## config.mk

```make
export PLATFORM = sky130hd
export DESIGN_NAME = servo_slew_limited_positioner_core
export DESIGN_NICKNAME = d
export VERILOG_FILES = /design/src/sslp_pkg.sv /design/src/servo_slew_limited_positioner_core.sv /design/src/sslp_update.sv
export VERILOG_INCLUDE_DIRS = /design/src /design/src/src
export SDC_FILE = /design/constraint.sdc
export NUM_CORES = 1
export LEC_CHECK = 0
export ABC_AREA = 0
export ABC_CLOCK_PERIOD_IN_PS = 17000
export BUFFER_PORTS_ARGS = -buffer_cell sky130_fd_sc_hd__buf_2
export CORE_ASPECT_RATIO = 0.6
export CORE_UTILIZATION = 40
export DETAILED_ROUTE_END_ITERATION = 10
export PLACE_DENSITY = 0.67
export RECOVER_POWER = 100
export SKIP_LAST_GASP = 1
export SLEW_MARGIN = 30
export SYNTH_ARGS = -nofsm -noshare
export SYNTH_HDL_FRONTEND = slang
export SYNTH_SLANG_ARGS = --single-unit
```

## constraint.sdc

```tcl
create_clock -name i_clk -period 17 [get_ports i_clk]
set_input_delay 1.7 -clock i_clk [delete_from_list [all_inputs] [get_ports i_clk]]
set_output_delay 1.7 -clock i_clk [all_outputs]
set_load 0.02 [all_outputs]
```

## src/assert_macros.svh

```systemverilog
// Assertion macros used by the core module of the positioner.
`ifndef ASSERT_MACROS_SVH
`define ASSERT_MACROS_SVH

// Concurrent check sampled on the rising clock edge, disabled during reset.
`define ASSERT_CLK(label, clk, rst_n, prop, msg) \
    label: assert property (@(posedge clk) disable iff (!rst_n) prop) else $error(msg);

// Implication check: the consequent must hold in the cycle after the antecedent.
`define ASSERT_NEXT(label, clk, rst_n, ante, cons, msg) \
    label: assert property (@(posedge clk) disable iff (!rst_n) (ante) |=> (cons)) \
        else $error(msg);

`endif

```

## src/sslp_pkg.sv

```systemverilog
// Types, constants and the duty table of the slew limited servo positioner.
package sslp_pkg;

    localparam int ANGLE_MAX     = 180;
    localparam int ANGLE_RESET   = 90;
    localparam int PULSE_MIN_US  = 500;
    localparam int PULSE_SPAN_US = 2000;
    localparam int PERIOD_US     = 1000000 / 50;

    localparam int DUTY_BITS_DEFAULT = 14;

    localparam int DUTY_W     = 14;
    localparam int ANGLE_W    = 8;
    localparam int TARGET_W   = 10;
    localparam int STEP_W     = 8;
    localparam int INTERVAL_W = 16;

    localparam int IN_DATA_W  = 40;
    localparam int OUT_DATA_W = 24;

    typedef enum logic {
        KIND_MOVE = 1'b0,
        KIND_TICK = 1'b1
    } t_kind;

    typedef struct packed {
        logic [ANGLE_W-1:0]    cur;
        logic [ANGLE_W-1:0]    goal;
        logic [STEP_W-1:0]     step;
        logic [INTERVAL_W-1:0] interval;
        logic [INTERVAL_W-1:0] elapsed;
    } t_state;

    typedef struct packed {
        t_kind                kind;
        logic [TARGET_W-1:0]  target;
        logic [STEP_W-1:0]    step;
        logic [INTERVAL_W-1:0] interval;
    } t_item;

    typedef logic [DUTY_W-1:0] t_duty_lut [0:ANGLE_MAX];

    // Duty value for every angle, evaluated at elaboration.
    function automatic t_duty_lut build_duty_lut(input int unsigned duty_bits);
        t_duty_lut       lut;
        longint unsigned pulse;
        longint unsigned full;
        full = (longint'(1) << duty_bits) - 1;
        for (int a = 0; a <= ANGLE_MAX; a++) begin
            pulse  = longint'(PULSE_MIN_US) + (longint'(a) * PULSE_SPAN_US) / ANGLE_MAX;
            lut[a] = DUTY_W'((pulse * full) / PERIOD_US);
        end
        return lut;
    endfunction

endpackage

```

## src/servo_slew_limited_positioner_core.sv

```systemverilog
// Slew limited servo positioner: command and tick stream in, angle and duty stream out.
//
// Input stream: tuser[0] selects a move command (0) or a one millisecond tick (1).
// A move command carries a target angle, a step size and a step interval; the
// target is clamped to 0..180 degrees. A step size of zero jumps to the target
// and always produces a result. Ticks advance the elapsed counter and, once the
// interval is reached, move the angle one step toward the target.
// Output stream: one transfer for each change of angle and for each move with a
// step size of zero, with the angle and its PWM compare value for a 20 ms period
// at DUTY_BITS of resolution. A result appears on the output in the cycle after
// the input transfer. Throughput: one input item per cycle unless a result waits
// on a stalled receiver; the state update and the duty table lookup both finish in the
// cycle of the transfer. A single output register holds the result; the input is
// taken whenever that register is empty or is being read in the same cycle, so a
// stalled receiver holds the input off only while a result is waiting.
// Reset sets the angle to 90 degrees, clears the other state and produces no
// result.
`include "assert_macros.svh"

module servo_slew_limited_positioner_core #(
    parameter int DUTY_BITS = sslp_pkg::DUTY_BITS_DEFAULT
) (
    input  logic                            i_clk,
    input  logic                            i_rst_n,
    input  logic                            s_axis_tvalid,
    output logic                            s_axis_tready,
    // target_angle[9:0], step_degrees[17:10], interval_ms[33:18], zero pad[39:34]
    input  logic [sslp_pkg::IN_DATA_W-1:0]  s_axis_tdata,
    // kind[0]
    input  logic [0:0]                      s_axis_tuser,
    output logic                            m_axis_tvalid,
    input  logic                            m_axis_tready,
    // duty[13:0], angle_now[21:14], zero pad[23:22]
    output logic [sslp_pkg::OUT_DATA_W-1:0] m_axis_tdata
);

    localparam sslp_pkg::t_duty_lut DUTY_LUT = sslp_pkg::build_duty_lut(DUTY_BITS);

    sslp_pkg::t_state r_state;
    sslp_pkg::t_state n_state;
    sslp_pkg::t_item  item;
    logic             emit;
    logic             s_fire;

    logic                           r_out_valid;
    logic [sslp_pkg::DUTY_W-1:0]    r_out_duty;
    logic [sslp_pkg::ANGLE_W-1:0]   r_out_angle;

    assign item.kind     = sslp_pkg::t_kind'(s_axis_tuser[0]);
    assign item.target   = s_axis_tdata[9:0];
    assign item.step     = s_axis_tdata[17:10];
    assign item.interval = s_axis_tdata[33:18];

    assign s_axis_tready = !r_out_valid || m_axis_tready;
    assign s_fire        = s_axis_tvalid && s_axis_tready;

    sslp_update u_update (
        .i_state (r_state),
        .i_item  (item),
        .o_state (n_state),
        .o_emit  (emit)
    );

    always_ff @(posedge i_clk) begin
        if (!i_rst_n) begin
            r_state.cur      <= sslp_pkg::ANGLE_W'(sslp_pkg::ANGLE_RESET);
            r_state.goal     <= '0;
            r_state.step     <= '0;
            r_state.interval <= '0;
            r_state.elapsed  <= '0;
            r_out_valid      <= 1'b0;
        end else begin
            if (s_fire) begin
                r_state <= n_state;
            end
            if (s_fire && emit) begin
                r_out_valid <= 1'b1;
            end else if (m_axis_tready) begin
                r_out_valid <= 1'b0;
            end
        end
    end

    always_ff @(posedge i_clk) begin
        if (s_fire && emit) begin
            r_out_duty  <= DUTY_LUT[n_state.cur];
            r_out_angle <= n_state.cur;
        end
    end

    assign m_axis_tvalid = r_out_valid;
    assign m_axis_tdata  = {2'b00, r_out_angle, r_out_duty};

    `ASSERT_CLK(a_angle_in_range, i_clk, i_rst_n,
        r_state.cur <= sslp_pkg::ANGLE_W'(sslp_pkg::ANGLE_MAX) &&
        r_state.goal <= sslp_pkg::ANGLE_W'(sslp_pkg::ANGLE_MAX),
        "positioner angle or goal left the 0..180 range")
    `ASSERT_NEXT(a_smooth_cmd_holds_angle, i_clk, i_rst_n,
        s_fire && item.kind == sslp_pkg::KIND_MOVE && item.step != '0,
        $stable(r_state.cur),
        "a smoothing command moved the angle")
    `ASSERT_NEXT(a_emit_loads_output, i_clk, i_rst_n,
        s_fire && emit,
        m_axis_tvalid && r_out_angle == r_state.cur,
        "a result was not loaded with the new angle")

endmodule

```

## src/sslp_update.sv

```systemverilog
// Next-state logic of the positioner for one command or tick.
module sslp_update (
    input  sslp_pkg::t_state i_state,
    input  sslp_pkg::t_item  i_item,
    output sslp_pkg::t_state o_state,
    output logic             o_emit
);

    logic [sslp_pkg::ANGLE_W-1:0]    clamped;
    logic [sslp_pkg::INTERVAL_W-1:0] elapsed_inc;
    logic [sslp_pkg::ANGLE_W:0]      sum_up;
    logic [sslp_pkg::ANGLE_W-1:0]    diff_down;

    // Negative targets go to zero, large ones to the top of the range.
    always_comb begin
        if (i_item.target[sslp_pkg::TARGET_W-1]) begin
            clamped = '0;
        end else if (i_item.target[sslp_pkg::TARGET_W-2:0]
                     > (sslp_pkg::TARGET_W-1)'(sslp_pkg::ANGLE_MAX)) begin
            clamped = sslp_pkg::ANGLE_W'(sslp_pkg::ANGLE_MAX);
        end else begin
            clamped = i_item.target[sslp_pkg::ANGLE_W-1:0];
        end
    end

    assign elapsed_inc = (&i_state.elapsed) ? i_state.elapsed
                                            : i_state.elapsed + 1'b1;
    assign sum_up      = {1'b0, i_state.cur} + {1'b0, i_state.step};
    assign diff_down   = i_state.cur - i_state.goal;

    always_comb begin
        o_state = i_state;
        o_emit  = 1'b0;
        if (i_item.kind == sslp_pkg::KIND_MOVE) begin
            o_state.goal     = clamped;
            o_state.step     = i_item.step;
            o_state.interval = i_item.interval;
            if (i_item.step == '0) begin
                o_state.cur = clamped;
                o_emit      = 1'b1;
            end
        end else if (i_state.step == '0 || elapsed_inc < i_state.interval) begin
            o_state.elapsed = elapsed_inc;
        end else begin
            o_state.elapsed = '0;
            if (i_state.cur < i_state.goal) begin
                o_state.cur = (sum_up > {1'b0, i_state.goal}) ? i_state.goal
                                                              : sum_up[sslp_pkg::ANGLE_W-1:0];
                o_emit      = 1'b1;
            end else if (i_state.cur > i_state.goal) begin
                o_state.cur = (diff_down <= i_state.step) ? i_state.goal
                                                          : i_state.cur - i_state.step;
                o_emit      = 1'b1;
            end
        end
    end

endmodule
```

==> results of run 1 <==
## layout by cell type (no fill, tap or decap), types with 9 or more instances in the layout
master     netlist  layout
a21boi_0        32      32
mux2i_1         11      11
and2_0           0      11
dfxtp_1         57      57
a21oi_1         70      70
a211oi_1        21      21
nor2b_1         11      11
nand2_1        154     154
edfxtp_1        19      19
ha_1            67      67
a221oi_1        12      12
clkbuf_1        42      30
clkbuf_16        0       9
o211ai_1         9       9
nand3_1         28      28
xor2_1          14      14
o21ai_0         70      70
inv_1           56      58
xnor2_1         16      16
nor3_1          29      29
a21o_1          10      10
a31oi_1          9       9
nor2_1          98      99
buf_2           21      38
## kinds of logic after synthesis
kind of cell / share of synthesized area, %
xor gates and xnor gates: 3.389
adders and majority gates: 11.84
other: 0.04836
DFF: 22.08
buffers and inverters: 7.762
and+or+nand+nor: 23.35
muxes: 1.856
AOI/OAI and AO/OA: 29.68
## sequential cells by signal, summed over array words and instances, names as in the netlist
| name | flops |
|---|---|
| r_state | 56 |
| r_out_duty | 11 |
| r_out_angle | 8 |
| m_axis_tvalid | 1 |
## metrics by stage
step / area, um2 / utilization, % / setup slack [ns] / cells
after global routing: 8283 / 43.64 / 4.543 / 1313
after global placement: 8080 / 42.57 / 9.535 / 1296
after detailed placement: 8092 / 42.63 / 9.486 / 1296
after CTS: 8376 / 44.12 / 9.457 / 1312
after floorplan: 7769 / - / 10.84 / 1059
final: 8283 / 43.64 / 5.241 / 1313
## critical path, cell delays in order (launching register included)
cell        delay [ns]
dfxtp_1           0.41
ha_1              0.21
nand3_1           0.15
nor4_1            0.70
nor2_1            0.27
nand2_1           0.13
nor2_1            0.08
and3_1            0.23
nand3_1           0.22
nor2_1            0.12
xor2_1            0.16
ha_1              0.30
nand2_1           0.10
nor4_1            0.55
o2111ai_1         0.20
o31ai_1           0.74
a21oi_1           0.26
nand2_1           0.19
and2_0            1.95
clkinvlp_2        2.40
nor2_1            1.30
a22o_1            0.23
a2111oi_0         0.06
a311oi_1          0.33
a32oi_1           0.17
## area by class of cell
cell class | instances | area [um2]
fill | 1911 | 10700
multi-input combinational | 845 | 5415
sequential | 76 | 1712
timing repair buffer | 70 | 337.8
tap | 246 | 307.8
clock buffer | 10 | 239.0
inverter | 60 | 226.5
clock inverter | 6 | 45.04
## path summary, 6_finish.rpt
path                from             to  slack [ns]  depth (start not counted)
min          r_state[24]    r_state[24]        0.46                          2
max reg2reg   r_state[0]  r_out_duty[1]        5.24                         24
max           r_state[0]  r_out_duty[1]        5.24                         24
min reg2reg  r_state[24]    r_state[24]        0.46                          2
## power groups by stage
stage	combinational [uW]	clock (uW)	sequential [uW]
2_1_floorplan	251	0	206
3_3_place_gp	328	0	207
3_5_place_dp	332	0	207
4_1_cts	334	193	203
5_1_grt	374	200	205
6_report	345	189	204
## metal layers
metal  vias to the layer above  part of all wire, %  GRT usage (%)
met5                         -                    0              0
met4                         0                 0.91          5.024
met3                        31                   13          8.579
met2                       431                   36          32.14
met1                      3701                   50          39.02
li1                       3829                    -              -
==> impl_metrics.tcl, run 1 <==
set metrics [dict create \
    grt_pass1_wl_mm 39.62 \
    crit_arrival_ns 11.84 \
    numPortBuffers 59 \
    max_freq_mhz 85.04 \
    finalSetupViolations 0 \
    skew_ns 0.01253 \
    ctsResizeCount 0 \
    overflow 0 \
    hold_ws_ns 0.4623 \
    syn_avg_cell_area_um2 7.349 \
    synth_cell_types 90 \
    hp-class "reg -> reg" \
    antenna_left 0 \
    insertion_delay_ns 0.36 \
    via_per_inst 6.087 \
    synth-seq-cells 76 \
    die_area_um2 19960 \
    critPathMaxFanout 49 \
    critPathKind "reg -> reg" \
    cts_buffers 9 \
    routabilityCongestion 1.023 \
    area_growth_pct 6.826 \
    htreeDepth 3 \
    io-pin-count 71 \
    slew_headroom_pct -76.55 \
    ys.flop_type "dfxtp_1" \
    cts_num_sinks 76 \
    syn_inst 1055 \
    yosysTopAreaCell "dfxtp_1" \
    nets 1177 \
    wl_per_cell_um 19.02 \
    worstMarginPinSlew_ns 2.647 \
    track_usage_pct 25.23 \
    firstDrtPassIters 7 \
    cts_hold_buf 0 \
    core_area_um2 18980 \
    grt_max_degree 58 \
    die_w_um 181.7 \
    rows 39 \
    critPathLaunchType "flop" \
    drv_cap 7 \
    die_h_um 109.8 \
    pwr-share-clk_pct 25.6 \
    start_util_pct 40.85 \
    power_frac_seq_pct 27.6 \
    period_minus_slack_ns 11.76 \
    drt-total-wl_mm 24.98 \
    ys_seq_area_share_pct 22.08 \
    route.vias.total 7992 \
    switching_share_pct 43.17 \
    p_int_uw 419.7 \
    synth_edf_count 19 \
    synth_top_area_share_pct 14.72 \
    grt_pass1_vias 7097 \
    syn_area_um2 7754 \
    grt_setup_unrepaired "no" \
    diodes 0 \
    synth_common_cells "nand2_1, nor2_1, a21oi_1, o21ai_0, ha_1" \
    synthArstFlopShare_pct 0 \
    slew_violations 282 \
    yosysMostFrequentCell "nand2_1" \
    status "complete, but fails checks" \
    finalCritPeriodShare_pct 69.17 \
    ys_warn_count 0 \
    drc_errors 0 \
    p_sw_uw 318.8 \
    share_comb_of_total_power_pct 46.8 \
    cts.path.max_buffers 2 \
    cts_tree "yes" \
    fin_setup_tns_ns 0 \
    power.total_uw 738.5 \
    violations "max-capacitance violations, max-slew violations" \
    p_per_area_nw_per_um2 89.16 \
    antenna_found_initial 0 \
    ys_top_cells_by_area "dfxtp_1, ha_1, nand2_1" \
    place_hpwl_mm 18.08 \
    hold_viol 0 \
    peakVddDrop_v 0.00004881 \
    post_cts_buffers 0 \
    drt_iter0_drc 1197 \
    end_kind "flop" \
    cp.required_ns 17.08 \
    leakagePower_uw 0.003155 \
    clkTransAtPathRegs_ns 0.06 \
    drive_gt1_share_pct 7.029 \
    cts_root_buf "clkbuf_16" \
]
(Power assumes the default switching activity.)
==> run 2: changes to the inputs <==
--- a/config.mk
+++ b/config.mk
@@ -7,12 +7,12 @@
 export NUM_CORES = 1
 export LEC_CHECK = 0
 export ABC_AREA = 0
-export ABC_CLOCK_PERIOD_IN_PS = 17000
+export ABC_CLOCK_PERIOD_IN_PS = 10550
 export BUFFER_PORTS_ARGS = -buffer_cell sky130_fd_sc_hd__buf_2
 export CORE_ASPECT_RATIO = 0.6
 export CORE_UTILIZATION = 40
 export DETAILED_ROUTE_END_ITERATION = 10
-export PLACE_DENSITY = 0.67
+export PLACE_DENSITY = 0.7
 export RECOVER_POWER = 100
 export SKIP_LAST_GASP = 1
 export SLEW_MARGIN = 30
==> constraint.sdc (replaced) <==
create_clock -name i_clk -period 10.55 [get_ports i_clk]
set_input_delay 1.055 -clock i_clk [delete_from_list [all_inputs] [get_ports i_clk]]
set_output_delay 1.055 -clock i_clk [all_outputs]
set_load 0.02 [all_outputs]
==> run 2 against run 1 <==
The run still ends with max-capacitance violations, max-slew violations left. Hold slack better by 0.0043 ns. Highest routed layer unchanged. Core utilization up 0.13 points. Sequential power is 61% higher. Count of clock-buffer cells in the layout decreased by 1. Clock power is 79% higher. Global-route usage fell by 1.6 points. Clock skew about the same. Setup slack worse by 3.1 ns.
==> impl_metrics.tcl, run 2 (synthesis results as in run 1) <==
set metrics [dict create \
    r2r_setup_slack_ns 2.11 \
    drv_cap 3 \
    grt_max_degree 58 \
    peakVddDrop_v 0.00009232 \
    cts.path.max_buffers 2 \
    htreeDepth 3 \
    hold_viol 0 \
    cts_tree "yes" \
    nFillCells 1870 \
    finalCritPeriodShare_pct 80.02 \
    clkTransAtPathRegs_ns 0.07 \
    post_cts_buffers 0 \
    antenna_left 0 \
    layout_commonest_cell "nand2_1" \
    antenna_found_initial 0 \
    drc_errors 0 \
    numPortBuffers 59 \
    cts_root_buf "clkbuf_16" \
    critPathLaunchType "flop" \
    status "complete, but fails checks" \
    skew_ns 0.01247 \
    place_hpwl_mm 17.10 \
    hp-class "reg -> reg" \
    cp.required_ns 10.59 \
    grt_setup_unrepaired "no" \
    start_util_pct 40.85 \
    hold_ws_ns 0.4666 \
    drt_iter0_drc 1097 \
    finish.utilization_pct 43.76 \
    leakagePower_uw 0.003178 \
    critPathKind "reg -> reg" \
    firstDrtPassIters 6 \
    slew_violations 87 \
    die_area_um2 19960 \
    wl_per_cell_um 17.97 \
    io-pin-count 71 \
    violations "max-capacitance violations, max-slew violations" \
    ctsResizeCount 0 \
    via_per_inst 6.029 \
    reg2reg_from "r_state[0]" \
    drive_gt1_share_pct 7.606 \
    end_kind "flop" \
    final_cell_mix "nand2_1, nor2_1, a21oi_1, o21ai_0, ha_1" \
    largest_reg_flops 56 \
    p_per_area_nw_per_um2 145.7 \
    route.vias.total 7904 \
    max_freq_mhz 118.5 \
    diodes 0 \
    largestRegisters "r_state (56), r_out_duty (11), r_out_angle (8)" \
    r2r-end "r_out_duty[3]" \
    core_area_um2 18980 \
    rr_worst_depth 23 \
    cts_num_sinks 76 \
    cts_hold_buf 0 \
    routabilityCongestion 0.9606 \
    nets 1175 \
    worstMarginPinSlew_ns 1.949 \
    fin_setup_tns_ns 0 \
    cts_buffers 9 \
    insertion_delay_ns 0.36 \
    rows 39 \
    overflow 0 \
    finalSetupViolations 0 \
    grt_pass1_vias 6775 \
    track_usage_pct 23.64 \
    largest-register "r_state" \
    die_h_um 109.8 \
    endpoint "r_out_duty[3]" \
    slew_headroom_pct -30.39 \
    drt-total-wl_mm 23.56 \
    worstSetupStartpoint "r_state[0]" \
    period_minus_slack_ns 8.442 \
    area_growth_pct 7.133 \
    die_w_um 181.7 \
    crit_arrival_ns 8.49 \
    critPathMaxFanout 36 \
    grt_pass1_wl_mm 37.11 \
]
==> run 2: cell type report <==
type                    count  area, um2  area share (%)
well taps                 246      307.8           3.705
inverters                  60      230.2           2.772
clock buffers               9      225.2           2.711
flip-flops and latches     76       1712           20.61
multi-input cells         845       5420           65.25
repair buffers             68      324.1           3.901
clock inverters             7      87.58           1.054
==> run 2: where the power goes <==
part	internal [uW]	switching, uW
Combinational	191	352
Clock	190	148
Sequential	316	12.9
==> run 2: per-stage QoR <==
stage,std cells,area [um2],setup slack (ns),total power (uW)
floorplan,1059,7769,4.387,737.1
global route,1311,8307,1.309,1276
CTS,1311,8396,3.292,1202
global placement,1295,8073,3.373,858.2
finish,1311,8307,2.108,1211
detailed placement,1295,8083,3.327,860.7
==> run 2: how the worst min path moves through the flow <==
stage	from	end	slack, ns	cells past startpoint
after global routing	r_state[21]	r_state[21]	0.49	2
after CTS	r_state[19]	r_state[19]	0.47	2
after global placement	r_state[31]	r_state[31]	0.45	2
after detailed placement	r_state[19]	r_state[19]	0.46	2
final	r_state[23]	r_state[23]	0.47	2
after floorplan	r_state[22]	r_state[22]	0.44	2
==> run 2: metal layers <==
layer	share of wire, %	vias up	global-route usage [%]
li1	-	3809	-
met1	51	3631	36.74
met2	36	430	29.31
met3	12	34	7.850
met4	1.2	0	6.174
met5	0	-	0
==> run 2: worst max-delay path, stage by stage, from the launching register on <==
cell and delay, ns:
dfxtp_1 0.44, ha_1 0.25, nand3_1 0.17, nor4_1 0.76
nor2_1 0.27, nand2_1 0.14, nor2_1 0.08, and3_1 0.25
nand3_1 0.21, nor2_1 0.11, xor2_1 0.15, ha_1 0.30
nand2_1 0.08, nor4_1 0.54, o2111ai_1 0.19, o31ai_1 0.59
nand2_1 0.36, o221ai_2 0.27, clkbuf_1 1.21, inv_2 0.70
nand2_1 0.43, a2111oi_0 0.11, o31ai_1 0.28, o221ai_1 0.22
==> run 3: changes to the inputs <==
--- a/config.mk
+++ b/config.mk
@@ -6,13 +6,13 @@
 export SDC_FILE = /design/constraint.sdc
 export NUM_CORES = 1
 export LEC_CHECK = 0
-export ABC_AREA = 0
-export ABC_CLOCK_PERIOD_IN_PS = 10550
+export ABC_AREA = 1
+export ABC_CLOCK_PERIOD_IN_PS = 8800
 export BUFFER_PORTS_ARGS = -buffer_cell sky130_fd_sc_hd__buf_2
 export CORE_ASPECT_RATIO = 0.6
 export CORE_UTILIZATION = 40
 export DETAILED_ROUTE_END_ITERATION = 10
-export PLACE_DENSITY = 0.7
+export PLACE_DENSITY = 0.68
 export RECOVER_POWER = 100
 export SKIP_LAST_GASP = 1
 export SLEW_MARGIN = 30
==> constraint.sdc (replaced) <==
create_clock -name i_clk -period 8.8 [get_ports i_clk]
set_input_delay 0.88 -clock i_clk [delete_from_list [all_inputs] [get_ports i_clk]]
set_output_delay 0.88 -clock i_clk [all_outputs]
set_load 0.02 [all_outputs]
==> run 3 against run 2 <==
The flow still finishes with violations (max-capacitance violations, max-slew violations). First-iteration DRC count fell by 17%. Sequential cell count did not move. Core utilization rose by 1.2 points. Global-route usage barely moved. Clock power rose by 21%. Hold slack got worse by 0.0036 ns. Critical endpoint is now r_out_duty[5]. Highest routed layer unchanged.
==> impl_metrics.tcl, run 3 <==
set metrics [dict create \
    largestRegisters "r_state (56), r_out_duty (11), r_out_angle (8)" \
    ys_seq_area_share_pct 23.40 \
    crit_arrival_ns 6.93 \
    ys.flop_type "dfxtp_1" \
    nets 1283 \
    grt_setup_unrepaired "no" \
    leakagePower_uw 0.003709 \
    critPathMaxFanout 38 \
    antenna_found_initial 0 \
    period_minus_slack_ns 6.820 \
    synth_compound_area_share_pct 16.49 \
    routabilityCongestion 0.9462 \
    synth_mux_area_share_pct 0 \
    slowest_delay_ns 1.09 \
    htreeDepth 3 \
    finalCritPeriodShare_pct 77.50 \
    critPathKind "reg -> reg" \
    layout_commonest_cell "nand2_1" \
    drc_errors 0 \
    cpMaxStageDelayCell "nand2_1" \
    synth_edf_count 19 \
    post_cts_buffers 0 \
    cts_num_sinks 76 \
    synth-simple-area-share_pct 34.15 \
    rows 37 \
    end_kind "flop" \
    synth-seq-cells 76 \
    finish.utilization_pct 44.96 \
    io-pin-count 71 \
    fin_setup_tns_ns 0 \
    critPathBufInv 2 \
    clkTransAtPathRegs_ns 0.07 \
    syn_inst 1135 \
    cts_hold_buf 0 \
    dp_slack_ns 3.241 \
    wl_per_cell_um 15.12 \
    cp.depth 29 \
    drt_iter0_drc 906 \
    route.vias.total 7549 \
    r2r_setup_slack_ns 1.98 \
    synthArstFlopShare_pct 0 \
    setup_slack_ns 1.980 \
    place_hpwl_mm 16.08 \
    die_w_um 176.6 \
    ctsResizeCount 0 \
    die_area_um2 18850 \
    area_growth_pct 7.542 \
    via_per_inst 5.365 \
    worstHoldPathCells 2 \
    syn_area_um2 7316 \
    yosysTopAreaCell "nand2_1" \
    numPortBuffers 59 \
    slew_headroom_pct -97.28 \
    nFillCells 1836 \
    largest-register "r_state" \
    start_util_pct 41.81 \
    cts_root_buf "clkbuf_16" \
    ys_warn_count 0 \
    synth_cell_types 50 \
    grt_max_degree 57 \
    hp-class "reg -> reg" \
    yosys.area_share.xor_xnor_pct 3.472 \
    ys_top_cells_by_area "nand2_1, dfxtp_1, ha_1" \
    core_area_um2 17500 \
    track_usage_pct 23.61 \
    slew_violations 117 \
    grt_pass1_wl_mm 35.40 \
    final_cell_mix "nand2_1, nand3_1, inv_1, a21oi_1, o21ai_0" \
    yosysMostFrequentCell "nand2_1" \
    status "complete, but fails checks" \
    skew_ns 0.01122 \
    synth_common_cells "nand2_1, nand3_1, a21oi_1, inv_1, o21ai_0" \
    cp.required_ns 8.91 \
    drv_cap 3 \
    worstMarginPinSlew_ns 2.928 \
    antenna_left 0 \
    overflow 0 \
    p_per_area_nw_per_um2 172.6 \
    violations "max-capacitance violations, max-slew violations" \
    cts_buffers 9 \
    critPathLaunchType "flop" \
    crit_family "simple AND/OR/NAND/NOR gates" \
    drive_gt1_share_pct 7.417 \
    peakVddDrop_v 0.00008063 \
    drt-total-wl_mm 21.27 \
    diodes 0 \
    largest_reg_flops 56 \
    cts.path.max_buffers 2 \
    synth_fa_ha_area_share_pct 12.28 \
    die_h_um 106.8 \
    firstDrtPassIters 5 \
    syn_avg_cell_area_um2 6.446 \
    hold_viol 0 \
    max_freq_mhz 146.6 \
    rr_worst_depth 29 \
    cts_tree "yes" \
    synth_top_family_by_area "simple AND/OR/NAND/NOR gates" \
    finalSetupViolations 0 \
    crit_top_cell "nand2_1" \
    synth_top_area_share_pct 16.68 \
    grt_pass1_vias 6833 \
    insertion_delay_ns 0.35 \
]
## run 3: worst register-to-register path: cells and delay by family, from the launching register on
kind | cells | cell delay, ns
flip-flops | 1 | 0.35
XOR/XNOR | 1 | 0.10
adder cells (fa/ha/maj) | 2 | 0.57
AND/OR/NAND/NOR | 22 | 4.46
buffers and inverters | 2 | 0.72
AO/OA/AOI/OAI | 2 | 0.40
## run 3: stage by stage
step	power, uW	hold slack, ns	cell area (um2)	cells
2_1_floorplan	821.8	0.4347	7331	1139
3_3_place_gp	936.5	0.4534	7656	1391
3_5_place_dp	941.1	0.4599	7666	1391
4_1_cts	1352	0.4724	7979	1407
5_1_grt	1451	0.4884	7868	1407
6_report	1358	0.4630	7868	1407
## run 3: layer usage
| layer | global-route usage [%] | up-vias | wire length, um |
|---|---|---|---|
| met1 | 37.37 | 3330 | 11120 |
| met3 | 5.284 | 22 | 2268 |
| met4 | 4.926 | 0 | 218 |
| met2 | 31.32 | 367 | 7669 |
| met5 | 0 | - | 0 |
| li1 | - | 3830 | - |
## run 3: final cells by class
| cell class | instances | area, um2 | area share [%] |
|---|---|---|---|
| multi-input cells | 898 | 4816 | 61.21 |
| flip-flops and latches | 76 | 1712 | 21.76 |
| inverters | 121 | 454.2 | 5.773 |
| well taps | 234 | 292.8 | 3.721 |
| repair buffers | 62 | 280.3 | 3.562 |
| clock buffers | 9 | 225.2 | 2.863 |
| clock inverters | 7 | 87.58 | 1.113 |
## run 3: report_power, final
group | leakage (uW) | switching [uW] | internal [uW]
sequential | 0.000639 | 13.2 | 377
combinational | 0.00291 | 380 | 179
clock | 0.000155 | 182 | 228
total | 0.00371 | 575 | 783
## run 3: final timing paths
check,start,end
worst max register to register,r_state[0],r_out_duty[5]
worst min-delay path,r_state[22],r_state[22]
worst max-delay path,r_state[0],r_out_duty[5]
worst min register to register,r_state[22],r_state[22]
## run 3: cell families (layout without fill, tap and decap cells)
family / after synthesis / count (layout)
AND/OR/NAND/NOR: 570 / 570
AO/OA/AOI/OAI: 224 / 224
buffers and inverters: 165 / 199
flip-flops: 76 / 76
adder cells (fa/ha/maj): 70 / 70
XOR/XNOR: 29 / 29
other: 1 / 5
